==> config.mk <==
export PLATFORM = sky130hd
export DESIGN_NAME = replay_protected_command_deframer_top
export DESIGN_NICKNAME = d
export VERILOG_FILES = /design/src/hw/rtl/rpcd_pkg.sv /design/src/hw/rtl/rpcd_ram.sv /design/src/hw/rtl/rpcd_front.sv /design/src/hw/rtl/rpcd_job_fifo.sv /design/src/hw/rtl/rpcd_back.sv /design/src/hw/rtl/replay_protected_command_deframer_top.sv
export SDC_FILE = /design/constraint.sdc
export NUM_CORES = 2
export LEC_CHECK = 0
export BUFFER_PORTS_ARGS = -buffer_cell sky130_fd_sc_hd__buf_4
export CAP_MARGIN = 20
export CORE_ASPECT_RATIO = 1.1
export CORE_MARGIN = 4
export CORE_UTILIZATION = 60
export CTS_BUF_LIST = sky130_fd_sc_hd__clkbuf_8
export DETAILED_ROUTE_END_ITERATION = 7
export HOLD_SLACK_MARGIN = 0.03
export PLACE_DENSITY = 0.77
export SETUP_SLACK_MARGIN = 0.05
export SYNTH_ARGS = -nofsm -noshare
export SYNTH_HDL_FRONTEND = slang
export SYNTH_SLANG_ARGS = --single-unit
==> constraint.sdc <==
create_clock -name clock -period 4.2 [get_ports clock]
set_clock_uncertainty 0.05 [all_clocks]
set_input_delay 0.84 -clock clock [delete_from_list [all_inputs] [get_ports clock]]
set_output_delay 0.84 -clock clock [all_outputs]
set_load 0.01 [all_outputs]
==> src/hw/rtl/rpcd_pkg.sv <==
// Shared types, constants and the CRC16-CCITT byte update for the command deframer.
// No dependencies; imported by the parser, job queue, emitter, top and testbench files.
`timescale 1ns / 1ps
package rpcd_pkg;

   localparam logic [15:0] CRC_POLY = 16'h1021;
   localparam logic [15:0] CRC_INIT = 16'hFFFF;
   localparam logic [6:0]  MAX_EMIT = 7'd64;
   localparam logic [7:0]  NONCE_BYTES = 8'd4;

   localparam logic [2:0] CSR_SYNC_FIRST   = 3'd0;
   localparam logic [2:0] CSR_SYNC_SECOND  = 3'd1;
   localparam logic [2:0] CSR_COMMAND_ID   = 3'd2;
   localparam logic [2:0] CSR_COMMAND_SIZE = 3'd3;
   localparam logic [2:0] CSR_NONCE_OFFSET = 3'd4;

   typedef struct packed {
      logic [7:0] sync_first;
      logic [7:0] sync_second;
      logic [7:0] command_message_id;
      logic [6:0] command_size;
      logic [5:0] nonce_offset;
   } cfg_type;

   typedef struct packed {
      logic       bank;
      logic [6:0] count;
   } job_type;

   typedef struct packed {
      logic valid;
      logic bank;
   } release_type;

   typedef struct packed {
      logic [7:0] command_byte;
      logic [5:0] byte_position;
      logic       last_byte;
   } rsp_type;

   function automatic logic [15:0] crc16_update(input logic [15:0] crc, input logic [7:0] b);
      logic [15:0] c;
      c = crc ^ {b, 8'h00};
      for (int i = 0; i < 8; i++) begin
         c = c[15] ? ((c << 1) ^ CRC_POLY) : (c << 1);
      end
      return c;
   endfunction

endpackage

==> src/hw/rtl/rpcd_ram.sv <==
// Generic single-write, single-read RAM with a registered read port.
// No dependencies.
`timescale 1ns / 1ps
module rpcd_ram #(
   parameter int WIDTH = 8,
   parameter int DEPTH = 128,
   localparam int AW = $clog2(DEPTH)
) (
   input  logic             clock,
   input  logic             we,
   input  logic [AW-1:0]    waddr,
   input  logic [WIDTH-1:0] wdata,
   input  logic             re,
   input  logic [AW-1:0]    raddr,
   output logic [WIDTH-1:0] rdata
);

   logic [WIDTH-1:0] mem_ff [DEPTH];
   logic [WIDTH-1:0] rdata_ff;

   always_ff @(posedge clock) begin
      if (we) begin
         mem_ff[waddr] <= wdata;
      end
      if (re) begin
         rdata_ff <= mem_ff[raddr];
      end
   end

   assign rdata = rdata_ff;

endmodule

==> src/hw/rtl/rpcd_front.sv <==
// Frame parser: sync hunt, header, payload write into a two-bank buffer, CRC and
// acceptance checks, nonce tracking. Uses rpcd_pkg; feeds rpcd_job_fifo and rpcd_ram.
`timescale 1ns / 1ps
module rpcd_front
   import rpcd_pkg::*;
#(
   parameter int PAYLOAD_DEPTH = 64,
   localparam int IDX_W = $clog2(PAYLOAD_DEPTH),
   localparam int CNT_W = $clog2(PAYLOAD_DEPTH + 1)
) (
   input  logic             clock,
   input  logic             reset,
   input  logic             in_push,
   input  logic [7:0]       in_byte,
   output logic             in_full,
   input  cfg_type          cfg,
   output logic             job_push,
   output job_type          job,
   input  release_type      rel,
   output logic             ram_we,
   output logic [IDX_W:0]   ram_waddr,
   output logic [7:0]       ram_wdata
);

   localparam logic [2:0] PH_SYNC1   = 3'd0;
   localparam logic [2:0] PH_SYNC2   = 3'd1;
   localparam logic [2:0] PH_ID      = 3'd2;
   localparam logic [2:0] PH_LEN     = 3'd3;
   localparam logic [2:0] PH_PAYLOAD = 3'd4;
   localparam logic [2:0] PH_CHK_HI  = 3'd5;
   localparam logic [2:0] PH_CHK_LO  = 3'd6;

   logic [2:0]       phase_ff, phase_in;
   logic [7:0]       frame_id_ff, frame_id_in;
   logic [CNT_W-1:0] frame_len_ff, frame_len_in;
   logic [CNT_W-1:0] count_ff, count_in;
   logic [15:0]      crc_ff, crc_in;
   logic [7:0]       rx_hi_ff, rx_hi_in;
   logic [31:0]      nonce_ff, nonce_in;
   logic [31:0]      newest_ff, newest_in;
   logic             bank_ff, bank_in;
   logic [1:0]       busy_ff, busy_in;

   logic             fire;
   logic             accept;
   logic [CNT_W-1:0] count_next;
   logic [7:0]       cnt8, off8, rel8;

   assign in_full    = (phase_ff == PH_PAYLOAD) && busy_ff[bank_ff];
   assign fire       = in_push && !in_full;
   assign count_next = count_ff + CNT_W'(1);
   assign cnt8       = 8'(count_ff);
   assign off8       = 8'(cfg.nonce_offset);
   assign rel8       = cnt8 - off8;

   assign ram_waddr = {bank_ff, count_ff[IDX_W-1:0]};
   assign ram_wdata = in_byte;
   assign job.bank  = bank_ff;
   assign job.count = (cfg.command_size > MAX_EMIT) ? MAX_EMIT : cfg.command_size;
   assign job_push  = accept;

   always_comb begin
      phase_in     = phase_ff;
      frame_id_in  = frame_id_ff;
      frame_len_in = frame_len_ff;
      count_in     = count_ff;
      crc_in       = crc_ff;
      rx_hi_in     = rx_hi_ff;
      nonce_in     = nonce_ff;
      newest_in    = newest_ff;
      bank_in      = bank_ff;
      busy_in      = busy_ff;
      accept       = 1'b0;
      ram_we       = 1'b0;
      if (fire) begin
         unique case (phase_ff)
            PH_SYNC2: begin
               phase_in = (in_byte == cfg.sync_second) ? PH_ID : PH_SYNC1;
            end
            PH_ID: begin
               frame_id_in = in_byte;
               crc_in      = crc16_update(CRC_INIT, in_byte);
               phase_in    = PH_LEN;
            end
            PH_LEN: begin
               frame_len_in = CNT_W'(in_byte);
               count_in     = '0;
               crc_in       = crc16_update(crc_ff, in_byte);
               if (in_byte != 8'd0 && in_byte <= 8'(PAYLOAD_DEPTH)) begin
                  phase_in = PH_PAYLOAD;
               end else begin
                  phase_in = PH_SYNC1;
               end
            end
            PH_PAYLOAD: begin
               ram_we   = 1'b1;
               count_in = count_next;
               crc_in   = crc16_update(crc_ff, in_byte);
               if (cnt8 >= off8 && rel8 < NONCE_BYTES) begin
                  nonce_in[8*rel8[1:0] +: 8] = in_byte;
               end
               if (count_next >= frame_len_ff) begin
                  phase_in = PH_CHK_HI;
               end
            end
            PH_CHK_HI: begin
               rx_hi_in = in_byte;
               phase_in = PH_CHK_LO;
            end
            PH_CHK_LO: begin
               phase_in = PH_SYNC1;
               accept = ({rx_hi_ff, in_byte} == crc_ff)
                     && (frame_id_ff == cfg.command_message_id)
                     && (8'(frame_len_ff) >= 8'(cfg.command_size))
                     && (off8 + NONCE_BYTES <= 8'(cfg.command_size))
                     && (nonce_ff > newest_ff);
               if (accept) begin
                  newest_in = nonce_ff;
                  bank_in   = !bank_ff;
               end
            end
            default: begin
               phase_in = (in_byte == cfg.sync_first) ? PH_SYNC2 : PH_SYNC1;
            end
         endcase
      end
      if (rel.valid) begin
         busy_in[rel.bank] = 1'b0;
      end
      if (accept) begin
         busy_in[bank_ff] = 1'b1;
      end
   end

   always_ff @(posedge clock) begin
      if (reset) begin
         phase_ff  <= PH_SYNC1;
         newest_ff <= '0;
         bank_ff   <= 1'b0;
         busy_ff   <= '0;
      end else begin
         phase_ff  <= phase_in;
         newest_ff <= newest_in;
         bank_ff   <= bank_in;
         busy_ff   <= busy_in;
      end
   end

   always_ff @(posedge clock) begin
      frame_id_ff  <= frame_id_in;
      frame_len_ff <= frame_len_in;
      count_ff     <= count_in;
      crc_ff       <= crc_in;
      rx_hi_ff     <= rx_hi_in;
      nonce_ff     <= nonce_in;
   end

endmodule

==> src/hw/rtl/rpcd_job_fifo.sv <==
// Two-entry queue of accepted command runs between the parser and the emitter.
// Uses rpcd_pkg for the job record.
`timescale 1ns / 1ps
module rpcd_job_fifo
   import rpcd_pkg::*;
(
   input  logic    clock,
   input  logic    reset,
   input  logic    push,
   input  job_type push_job,
   input  logic    pop,
   output logic    empty,
   output job_type head
);

   job_type    entry_ff [2];
   logic       wp_ff, rp_ff;
   logic [1:0] cnt_ff;
   logic       do_push, do_pop;

   assign empty   = (cnt_ff == 2'd0);
   assign head    = entry_ff[rp_ff];
   assign do_push = push && (cnt_ff != 2'd2);
   assign do_pop  = pop && !empty;

   always_ff @(posedge clock) begin
      if (reset) begin
         wp_ff  <= 1'b0;
         rp_ff  <= 1'b0;
         cnt_ff <= 2'd0;
      end else begin
         if (do_push) begin
            wp_ff <= !wp_ff;
         end
         if (do_pop) begin
            rp_ff <= !rp_ff;
         end
         cnt_ff <= cnt_ff + 2'(do_push) - 2'(do_pop);
      end
   end

   always_ff @(posedge clock) begin
      if (do_push) begin
         entry_ff[wp_ff] <= push_job;
      end
   end

endmodule

==> src/hw/rtl/rpcd_back.sv <==
// Command run emitter: reads a stored payload bank byte by byte into a two-entry
// result queue and frees the bank. Uses rpcd_pkg; reads through rpcd_ram.
`timescale 1ns / 1ps
module rpcd_back
   import rpcd_pkg::*;
#(
   parameter int PAYLOAD_DEPTH = 64,
   localparam int IDX_W = $clog2(PAYLOAD_DEPTH)
) (
   input  logic           clock,
   input  logic           reset,
   input  logic           job_empty,
   input  job_type        job,
   output logic           job_pop,
   output logic           ram_re,
   output logic [IDX_W:0] ram_raddr,
   input  logic [7:0]     ram_rdata,
   output release_type    rel,
   output logic           out_empty,
   input  logic           out_pop,
   output rsp_type        out_item
);

   logic       active_ff;
   logic       bank_ff;
   logic [6:0] n_ff;
   logic [5:0] idx_ff;
   logic       inflight_ff;
   logic [5:0] pos_ff;
   logic       last_ff;
   rsp_type    outq_ff [2];
   logic       wp_ff, rp_ff;
   logic [1:0] cnt_ff;

   logic       pop_fire, issue, last_issue;
   logic [2:0] occupancy;

   assign pop_fire   = out_pop && !out_empty;
   assign occupancy  = 3'(cnt_ff) + 3'(inflight_ff);
   assign issue      = active_ff && ((occupancy < 3'd2) || pop_fire);
   assign last_issue = issue && ((7'(idx_ff) + 7'd1) == n_ff);
   assign job_pop    = !active_ff && !job_empty;

   assign ram_re    = issue;
   assign ram_raddr = {bank_ff, IDX_W'(idx_ff)};
   assign rel.valid = last_issue;
   assign rel.bank  = bank_ff;

   assign out_empty = (cnt_ff == 2'd0);
   assign out_item  = outq_ff[rp_ff];

   always_ff @(posedge clock) begin
      if (reset) begin
         active_ff   <= 1'b0;
         inflight_ff <= 1'b0;
         wp_ff       <= 1'b0;
         rp_ff       <= 1'b0;
         cnt_ff      <= 2'd0;
      end else begin
         if (job_pop) begin
            active_ff <= 1'b1;
         end else if (last_issue) begin
            active_ff <= 1'b0;
         end
         inflight_ff <= issue;
         if (inflight_ff) begin
            wp_ff <= !wp_ff;
         end
         if (pop_fire) begin
            rp_ff <= !rp_ff;
         end
         cnt_ff <= cnt_ff + 2'(inflight_ff) - 2'(pop_fire);
      end
   end

   always_ff @(posedge clock) begin
      if (job_pop) begin
         bank_ff <= job.bank;
         n_ff    <= job.count;
         idx_ff  <= '0;
      end else if (issue) begin
         idx_ff <= idx_ff + 6'd1;
      end
      if (issue) begin
         pos_ff  <= idx_ff;
         last_ff <= last_issue;
      end
      if (inflight_ff) begin
         outq_ff[wp_ff] <= '{command_byte: ram_rdata, byte_position: pos_ff,
                             last_byte: last_ff};
      end
   end

endmodule

==> src/hw/rtl/replay_protected_command_deframer_top.sv <==
// Top level of the replay-protected command deframer: configuration registers and
// the parser, job queue, emitter and payload RAM. Uses rpcd_pkg and those rpcd_ modules.
`timescale 1ns / 1ps
// The block takes one received byte per cycle while full is low and finds frames of two
// sync bytes, an id, a length, the payload and a big-endian CRC16-CCITT. Payloads land in
// one of two banks of a RAM; a frame with a good CRC, the command id, enough length, a
// nonce window inside command_size and a nonce above the last accepted one is queued. Its
// run of min(command_size, 64) beats passes the job queue, the emitter's active flag, the
// RAM read register and the result queue to the result ports, then follows at up to one
// beat per cycle while pops keep up. Full rises only while a payload byte waits for a bank
// whose previous run is still being read out, so the input side stalls only when a second
// frame is accepted and a third reaches its payload before the first run is read out.
module replay_protected_command_deframer_top
   import rpcd_pkg::*;
#(
   parameter int PAYLOAD_DEPTH = 64
) (
   input  logic       clock,
   input  logic       reset,
   input  logic       push,
   output logic       full,
   input  logic [7:0] req_rx_byte,
   output logic       empty,
   input  logic       pop,
   output logic [7:0] rsp_command_byte,
   output logic [5:0] rsp_byte_position,
   output logic       rsp_last_byte,
   input  logic       valid,
   output logic       ready,
   input  logic [2:0] csr_index,
   input  logic [7:0] csr_data
);

   localparam int IDX_W     = $clog2(PAYLOAD_DEPTH);
   localparam int RAM_DEPTH = 2 << IDX_W;

   cfg_type        cfg_ff;
   logic           job_push, job_pop, job_empty;
   job_type        job_in, job_head;
   release_type    rel;
   logic           ram_we, ram_re;
   logic [IDX_W:0] ram_waddr, ram_raddr;
   logic [7:0]     ram_wdata, ram_rdata;
   rsp_type        rsp_item;

   assign ready = 1'b1;

   always_ff @(posedge clock) begin
      if (reset) begin
         cfg_ff.sync_first         <= 8'hAA;
         cfg_ff.sync_second        <= 8'h55;
         cfg_ff.command_message_id <= 8'h00;
         cfg_ff.command_size       <= 7'd16;
         cfg_ff.nonce_offset       <= 6'd0;
      end else if (valid && ready) begin
         unique case (csr_index)
            CSR_SYNC_FIRST:   cfg_ff.sync_first <= csr_data;
            CSR_SYNC_SECOND:  cfg_ff.sync_second <= csr_data;
            CSR_COMMAND_ID:   cfg_ff.command_message_id <= csr_data;
            CSR_COMMAND_SIZE: cfg_ff.command_size <= csr_data[6:0];
            CSR_NONCE_OFFSET: cfg_ff.nonce_offset <= csr_data[5:0];
            default: begin
            end
         endcase
      end
   end

   rpcd_front #(.PAYLOAD_DEPTH(PAYLOAD_DEPTH)) u_front (
      .clock     (clock),
      .reset     (reset),
      .in_push   (push),
      .in_byte   (req_rx_byte),
      .in_full   (full),
      .cfg       (cfg_ff),
      .job_push  (job_push),
      .job       (job_in),
      .rel       (rel),
      .ram_we    (ram_we),
      .ram_waddr (ram_waddr),
      .ram_wdata (ram_wdata)
   );

   rpcd_job_fifo u_jobs (
      .clock    (clock),
      .reset    (reset),
      .push     (job_push),
      .push_job (job_in),
      .pop      (job_pop),
      .empty    (job_empty),
      .head     (job_head)
   );

   rpcd_ram #(.WIDTH(8), .DEPTH(RAM_DEPTH)) u_ram (
      .clock (clock),
      .we    (ram_we),
      .waddr (ram_waddr),
      .wdata (ram_wdata),
      .re    (ram_re),
      .raddr (ram_raddr),
      .rdata (ram_rdata)
   );

   rpcd_back #(.PAYLOAD_DEPTH(PAYLOAD_DEPTH)) u_back (
      .clock     (clock),
      .reset     (reset),
      .job_empty (job_empty),
      .job       (job_head),
      .job_pop   (job_pop),
      .ram_re    (ram_re),
      .ram_raddr (ram_raddr),
      .ram_rdata (ram_rdata),
      .rel       (rel),
      .out_empty (empty),
      .out_pop   (pop),
      .out_item  (rsp_item)
   );

   assign rsp_command_byte  = rsp_item.command_byte;
   assign rsp_byte_position = rsp_item.byte_position;
   assign rsp_last_byte     = rsp_item.last_byte;

endmodule

* Word-level counts from Yosys, hierarchy flattened *
Memories as Yosys holds them, arrays and structs flattened. A register that Yosys moved wholly into a read port is not among the register bits.
Index checks and enable logic that the tools add are counted.

storage, ports and cells
  bits in registers = 176
  bits in latches = 0
  memory bits (writable) = 1,070
  bits in read-only memories = 0
  bits of input ports = 24
  output and inout bits = 18
  word-level logic and storage cells = 187
  memories kept = 3

memory list
  memory           depth  bits a word  rd ports  clocked after Yosys merged registers in  write ports  line                 text
  u_ram.mem_ff     128    8            1         1                                        1            rpcd_ram.sv:18       logic [WIDTH-1:0] mem_ff [DEPTH];
  u_back.outq_ff   2      15           1         1                                        1            rpcd_back.sv:31      rsp_type outq_ff [2];
  u_jobs.entry_ff  2      8            1         1                                        1            rpcd_job_fifo.sv:16  job_type entry_ff [2];

cells by class
  add/sub/neg operators = 11
  multipliers = 0
  div/mod/pow operators = 0
  $lt $le $gt $ge = 13
  eq/ne operators = 17
  shift operators = 2
  mux-type cells = 47
  bitwise gates (word level) = 21
  reduce and logical (&&, ||, !) cells = 47

operators with widths
  operator                                                                  count
  13-bit two-way mux                                                        16
  3-bit NOT                                                                 16
  5-bit negation with 34-bit output                                         1
  8-bit by 34-bit variable shift with 32-bit output (first input constant)  1
  8-bit by 34-bit indexed part select with 32-bit output                    1
  32-bit bitwise mux                                                        1
  32-bit greater-than comparator                                            1
  16-bit case mux with 2 select lines                                       1
  8-bit == test                                                             3
  2-bit AND reduction                                                       11
  1-bit two-way mux                                                         19
  3-bit case mux with 6 select lines                                        1
  16-bit == test                                                            1
  1-bit logical AND                                                         16
  16-bit NOT                                                                1
  16-bit XOR                                                                1
  7-bit greater-or-equal comparator                                         2
  7-bit case mux with 2 select lines                                        1
  3-bit by 2-bit == test with 1-bit output (second input constant)          4
  3-bit == test (second input constant)                                     4
  1-bit zero test                                                           9
  8-bit by 7-bit <= comparator with 1-bit output                            1
  8-bit by 7-bit <= comparator with 1-bit output (second input constant)    1
  8-bit by 3-bit < comparator with 1-bit output (second input constant)     1
  other kinds (30)                                                          44

* Depth between registers and ports, before layout *
  word-level depth = 18
  mapped depth = 13
  mapped depth without buffers = 12

* Modules after synthesis *
From an unflattened synthesis, not the netlist that was laid out.

second synthesis, totals
  cell total of the unflattened synthesis = 2,699
  area total of the unflattened synthesis = 51,705.8 µm²

modules (own cells, without submodules)
  module                                 times used  cells each  area each (µm²)  seq. area each (µm²)
  rpcd_ram                               1           1,635       39,745.6         30,989.7
  rpcd_front                             1           723         7,373.3          3,103.0
  rpcd_back                              1           144         2,220.9          1,611.5
  replay_protected_command_deframer_top  1           147         1,551.5          740.7
  rpcd_job_fifo                          1           50          814.5            580.6

* Least setup slack after synthesis *
No wires, ideal clock.

  path kind = input to register
  start = input port req_rx_byte[2]
  end = memory u_jobs.entry_ff[0][0] (netlist bit) (enable)
  library setup time = 0.383 ns
  arrival time = 2.879 ns
  data required time = 3.767 ns
  path slack = 0.888 ns
  stages = 9
  path buffers = 3
  path through = buf_2 -> xnor2_1 -> nand4_1 -> or3_1 -> nor4_1 -> o2111ai_1 -> buf_6 -> buf_12 -> nor3_1

between the ends
  word-level cells in the longest chain between the ends = 10

ends and longest elaborated chain
  what                                     line                                         text
  start, declared                          replay_protected_command_deframer_top.sv:22  input logic [7:0] req_rx_byte,
  16-bit == test                           rpcd_front.sv:112                            accept = ({rx_hi_ff, in_byte} == crc_ff)
  1-bit logical AND                        rpcd_front.sv:113                            && (frame_id_ff == cfg.command_message_id)
  1-bit logical AND                        rpcd_front.sv:114                            && (8'(frame_len_ff) >= 8'(cfg.command_size))
  1-bit logical AND                        rpcd_front.sv:115                            && (off8 + NONCE_BYTES <= 8'(cfg.command_size))
  1-bit logical AND                        rpcd_front.sv:116                            && (nonce_ff > newest_ff);
  1-bit two-way mux                        rpcd_front.sv:76                             unique case (phase_ff)
  1-bit two-way mux                        rpcd_front.sv:75                             if (fire) begin
  1-bit logical AND                        rpcd_job_fifo.sv:23                          assign do_push = push && (cnt_ff != 2'd2);
  1-bit two-way mux                        rpcd_job_fifo.sv:43                          if (do_push) begin
  1-bit two-way mux (not written as such)  rpcd_job_fifo.sv:44                          entry_ff[wp_ff] <= push_job;
  end, declared                            rpcd_job_fifo.sv:16

No other way between the ends.

* Worst setup path in the final report *
  start = register u_front.bank_ff
  end = memory u_jobs.entry_ff[1][0] (netlist bit) (enable)

between the ends
  word-level cells in the longest chain between the ends = 9

ends and longest elaborated chain
  what                                                   line                 text
  start, declared                                        rpcd_front.sv:41     logic bank_ff, bank_in;
  start signal, assigned                                 rpcd_front.sv:144    bank_ff <= bank_in;
  1-bit two-way mux (not written as such) (2 in series)  rpcd_front.sv:49     assign in_full = (phase_ff == PH_PAYLOAD) && busy_ff[bank_ff];
  1-bit logical AND                                      rpcd_front.sv:49
  1-bit zero test                                        rpcd_front.sv:50     assign fire = in_push && !in_full;
  1-bit logical AND                                      rpcd_front.sv:50
  1-bit two-way mux                                      rpcd_front.sv:75
  1-bit logical AND                                      rpcd_job_fifo.sv:23
  1-bit two-way mux                                      rpcd_job_fifo.sv:43
  1-bit two-way mux (not written as such)                rpcd_job_fifo.sv:44

No other way between the ends. The select of a mux whose other input is x is not followed.

==> impl_metrics.toml <==
[run_status]
outcome = "finished clean"

[cts]
holdBufCountCts = 0
number_of_buffers_created_by_cts = 187
numClockSinks = 1263
post_cts.resized_instances = 0
postcts_setup_bufs = 0
clk-insertion-delay-late_ns = 0.84
path_clk_slew_ns = 0.06
h_tree_lvl_count = 4
clk_root_buffer_cell = "sky130_fd_sc_hd__clkbuf_8"
cts_tree = "yes"
ctsLongestPathBuffers = 3

[pwr]
clock_power_share = 0.388
p_seq_frac = 0.592
power.density_cell_area_nw_per_um2 = 412.9
power.net_switching_w = 0.004886
leakagePower_nw = 17.93
power.ir.vdd_worst_mv = 0.2538
share_comb_of_total_power = 0.020
power.internal_w = 0.01836
swShare = 0.2102

[timing]
rsz0062_at_grt = "false"
final_period_minus_worst_setup_slack_ns = 3.395
timing.max_slew.rel_slack = 0.2406
final_hold_viol_count = 0
clock.fmax_ghz = 0.2946
tightestPinTransition_ns = 1.139
finalMaxSlewViolations = 0
setup_viol = 0
fin_tns_setup_ns = 0
post-route-period-util = 0.8083

[flow_run]
maxCapViolations = 0

[global_routing]
grt_antenna_before_repair = 3
gr-total-overflow = 0
grt_use_total = 0.2546
first_global_vias = 27340
grt_pass1_wl_microns = 169600
grt_max_degree = 106

[route]
detail_route.wirelength.met1_microns = 41910
detailroute.via_count = 26330
met2WireLength_microns = 57100
drc_errors = 0
detail_route.wl_per_cell_microns = 26.78
maxUsedRoutingLayer = "met4"
via_per_inst = 6.277
drt_pre_antenna_iters = 6
finalWirelength_microns = 112300
drt_first_iter_violations = 2849
detail-route-antenna-nets = 0
route.met3.wl_microns = 8982

[final_layout]
layout.cells.non_filler = 4194
filler_cells_inserted = 5395
areaGrowthSynthToFinish_pct = 10.22
final_net_count = 3009
post_route_cells_drive_above_1_share = 0.2224

[setup_path]
max_stage_delay_ns = 0.61
worst-endpoint-required_ns = 4.64
path_cells = "mux2i_1 -> o21ai_1 -> or3_1 -> nor4_1 -> o2111ai_4 -> nor2_1 -> and2_1"
slowest_stage = "sky130_fd_sc_hd__nor4_1"
worst-path-max-fanout = 11
setup.worst_path.class = "register to register"
setup.worst_path.end_class = "register"
setup.worst_path.start_class = "register"
worst_ep_arrival_ns = 3.84

[floorplan]
num_io_pins = 42
overall_die_height_microns = 314.0
initial_cell_density_of_the_core = 0.6089
placement_rows = 111
die-width_microns = 286.2
fp.dieArea_sq_um = 89870
floorplan.core_area_sq_um = 83890

[synth]
post_synth_main_area_contributors = "sky130_fd_sc_hd__edfxtp_1 69%, sky130_fd_sc_hd__mux4_2 13%, sky130_fd_sc_hd__dfxtp_1 3.6%"
synth_fp_nets = 2835
post_synth_most_frequent_cells = "1,171 x sky130_fd_sc_hd__edfxtp_1, 288 x sky130_fd_sc_hd__mux4_2, 240 x sky130_fd_sc_hd__nor2_1"
yosys.area.top_type_share = 0.6884
post_synth_edffs = 1171
yosys_warnings = 0
synth_sequential_area_ratio = 0.7244
synth_area_sq_um = 51080
synth_flop_cell = "sky130_fd_sc_hd__edfxtp_1"
synth.ff_latch_count = 1263
netlist_instances = 2740
ys_async_sr_fraction = 0
avgSynthCellArea_sq_um = 18.64
yosysUniqueCellTypes = 63
synth_most_common_cell = "sky130_fd_sc_hd__edfxtp_1"
synth_top_cell_by_area = "sky130_fd_sc_hd__edfxtp_1"

[placement]
placement.io_buffers = 40
gp_congestion = 0.8707
place.detailed.hpwl_microns = 70920
placedCellCount = 3852

[hold_path]
min_path_type = "input port to register"
[worst paths after layout]
check | from | end | slack, ns | cells after the start
min | csr_data[0] | cfg_ff[21]$_SDFFE_PP1P_ | 0.22 | 2
min reg2reg | u_back.pos_ff[0]$_DFFE_PP_ | u_back.outq_ff[1][1]$_DFFE_PP_ | 0.40 | 0
max reg2reg | u_front.bank_ff$_SDFFE_PP0N_ | u_jobs.entry_ff[1][0]$_DFFE_PP_ | 0.81 | 7
max | u_front.bank_ff$_SDFFE_PP0N_ | u_jobs.entry_ff[1][0]$_DFFE_PP_ | 0.81 | 7
[worst max-delay path: cells and delay by family (launching register included)]
kind            cells  cell delay (ns)
simple gates        4             1.58
flops               1             0.60
compound gates      2             0.44
mux                 1             0.36
[flip-flops by register name, summed over array words and instances, names as in the netlist, 2 cells and up, named ones only]
signal and count:
u_ram.mem_ff 1024, u_back.cnt_ff 2, u_front.frame_id_ff 8, u_ram.rdata 8
u_front.nonce_ff 32, u_back.idx_ff 6, u_front.count_ff 7, u_front.busy_ff 2
u_front.newest_ff 32, u_jobs.cnt_ff 2, u_jobs.entry_ff 16, cfg_ff 37
u_back.outq_ff 30, u_front.phase_ff 3, u_front.frame_len_ff 7, u_front.rx_hi_ff 8
u_back.n_ff 7, u_front.crc_ff 16, u_back.pos_ff 6
[power by group through the flow]
stage | sequential [W] | combinational (W) | clock [W]
floorplan | 0.0140 | 0.000183 | 0
global placement | 0.0140 | 0.000434 | 0
detailed placement | 0.0140 | 0.000460 | 0
CTS | 0.0138 | 0.000461 | 0.00916
global route | 0.0138 | 0.000494 | 0.00982
finish | 0.0138 | 0.000459 | 0.00902
[final cells by class]
type / count / area, sq um / share of cell area
Inverter: 72 / 270.3 / 0.004800
Antenna cell: 2 / 5.005 / 0.00008889
Tap cell: 1130 / 1414 / 0.02511
Multi-Input combinational cell: 1269 / 13120 / 0.2330
Clock buffer: 195 / 2684 / 0.04767
Clock inverter: 142 / 700.7 / 0.01244
Timing Repair Buffer: 121 / 1094 / 0.01942
Sequential cell: 1263 / 37020 / 0.6575
[per-stage QoR]
step | cell area [sq um] | util | hold WS (ns) | setup slack [ns] | power, W
after floorplan | 51080 | - | 0.3529 | 0.8877 | 0.01420
after global placement | 52890 | 0.6305 | 0.3726 | 0.5923 | 0.01447
after detailed placement | 52890 | 0.6305 | 0.3806 | 0.5503 | 0.01449
after CTS | 56280 | 0.6709 | 0.1523 | 0.7415 | 0.02339
after global routing | 56300 | 0.6711 | 0.1771 | 0.5199 | 0.02408
final | 56300 | 0.6712 | 0.2154 | 0.8051 | 0.02325
[cells in the final DEF (no fill, tap or decap), types with 15 or more instances in the layout]
cell type	count
sky130_fd_sc_hd__a21oi_1	45
sky130_fd_sc_hd__xor2_1	42
sky130_fd_sc_hd__xnor2_1	69
sky130_fd_sc_hd__a22oi_1	24
sky130_fd_sc_hd__nor2b_1	40
sky130_fd_sc_hd__clkinv_2	15
sky130_fd_sc_hd__a211oi_1	16
sky130_fd_sc_hd__and2_1	42
sky130_fd_sc_hd__nand4_1	18
sky130_fd_sc_hd__buf_12	15
sky130_fd_sc_hd__clkbuf_8	195
sky130_fd_sc_hd__mux2_2	39
sky130_fd_sc_hd__buf_4	103
sky130_fd_sc_hd__edfxtp_1	1171
sky130_fd_sc_hd__nand3_1	31
sky130_fd_sc_hd__mux2i_1	83
sky130_fd_sc_hd__ha_1	70
sky130_fd_sc_hd__nand2_1	82
sky130_fd_sc_hd__inv_1	144
sky130_fd_sc_hd__dfxtp_1	88
sky130_fd_sc_hd__clkinv_1	42
sky130_fd_sc_hd__mux4_2	288
sky130_fd_sc_hd__nor2_1	240
[routing by layer]
layer  vias to the layer above  global-route usage
met5                         -                   0
met4                         0             0.09845
met3                       257             0.05076
met2                      1239              0.4249
met1                     13620              0.3368
li1                      11220                   -
[logic make-up (layout without fill, tap and decap cells)]
kind of cell,count (synthesis),count (layout),synth area share
mux,411,411,0.1521
compound gates,158,158,0.02031
other cells,1,3,0.00007341
fa+ha+maj,71,71,0.01754
xor+xnor,111,111,0.01903
simple gates,517,517,0.04742
flops,1263,1263,0.7244
buf+inv,208,530,0.01913
Power figures use the tool's default switching activity.
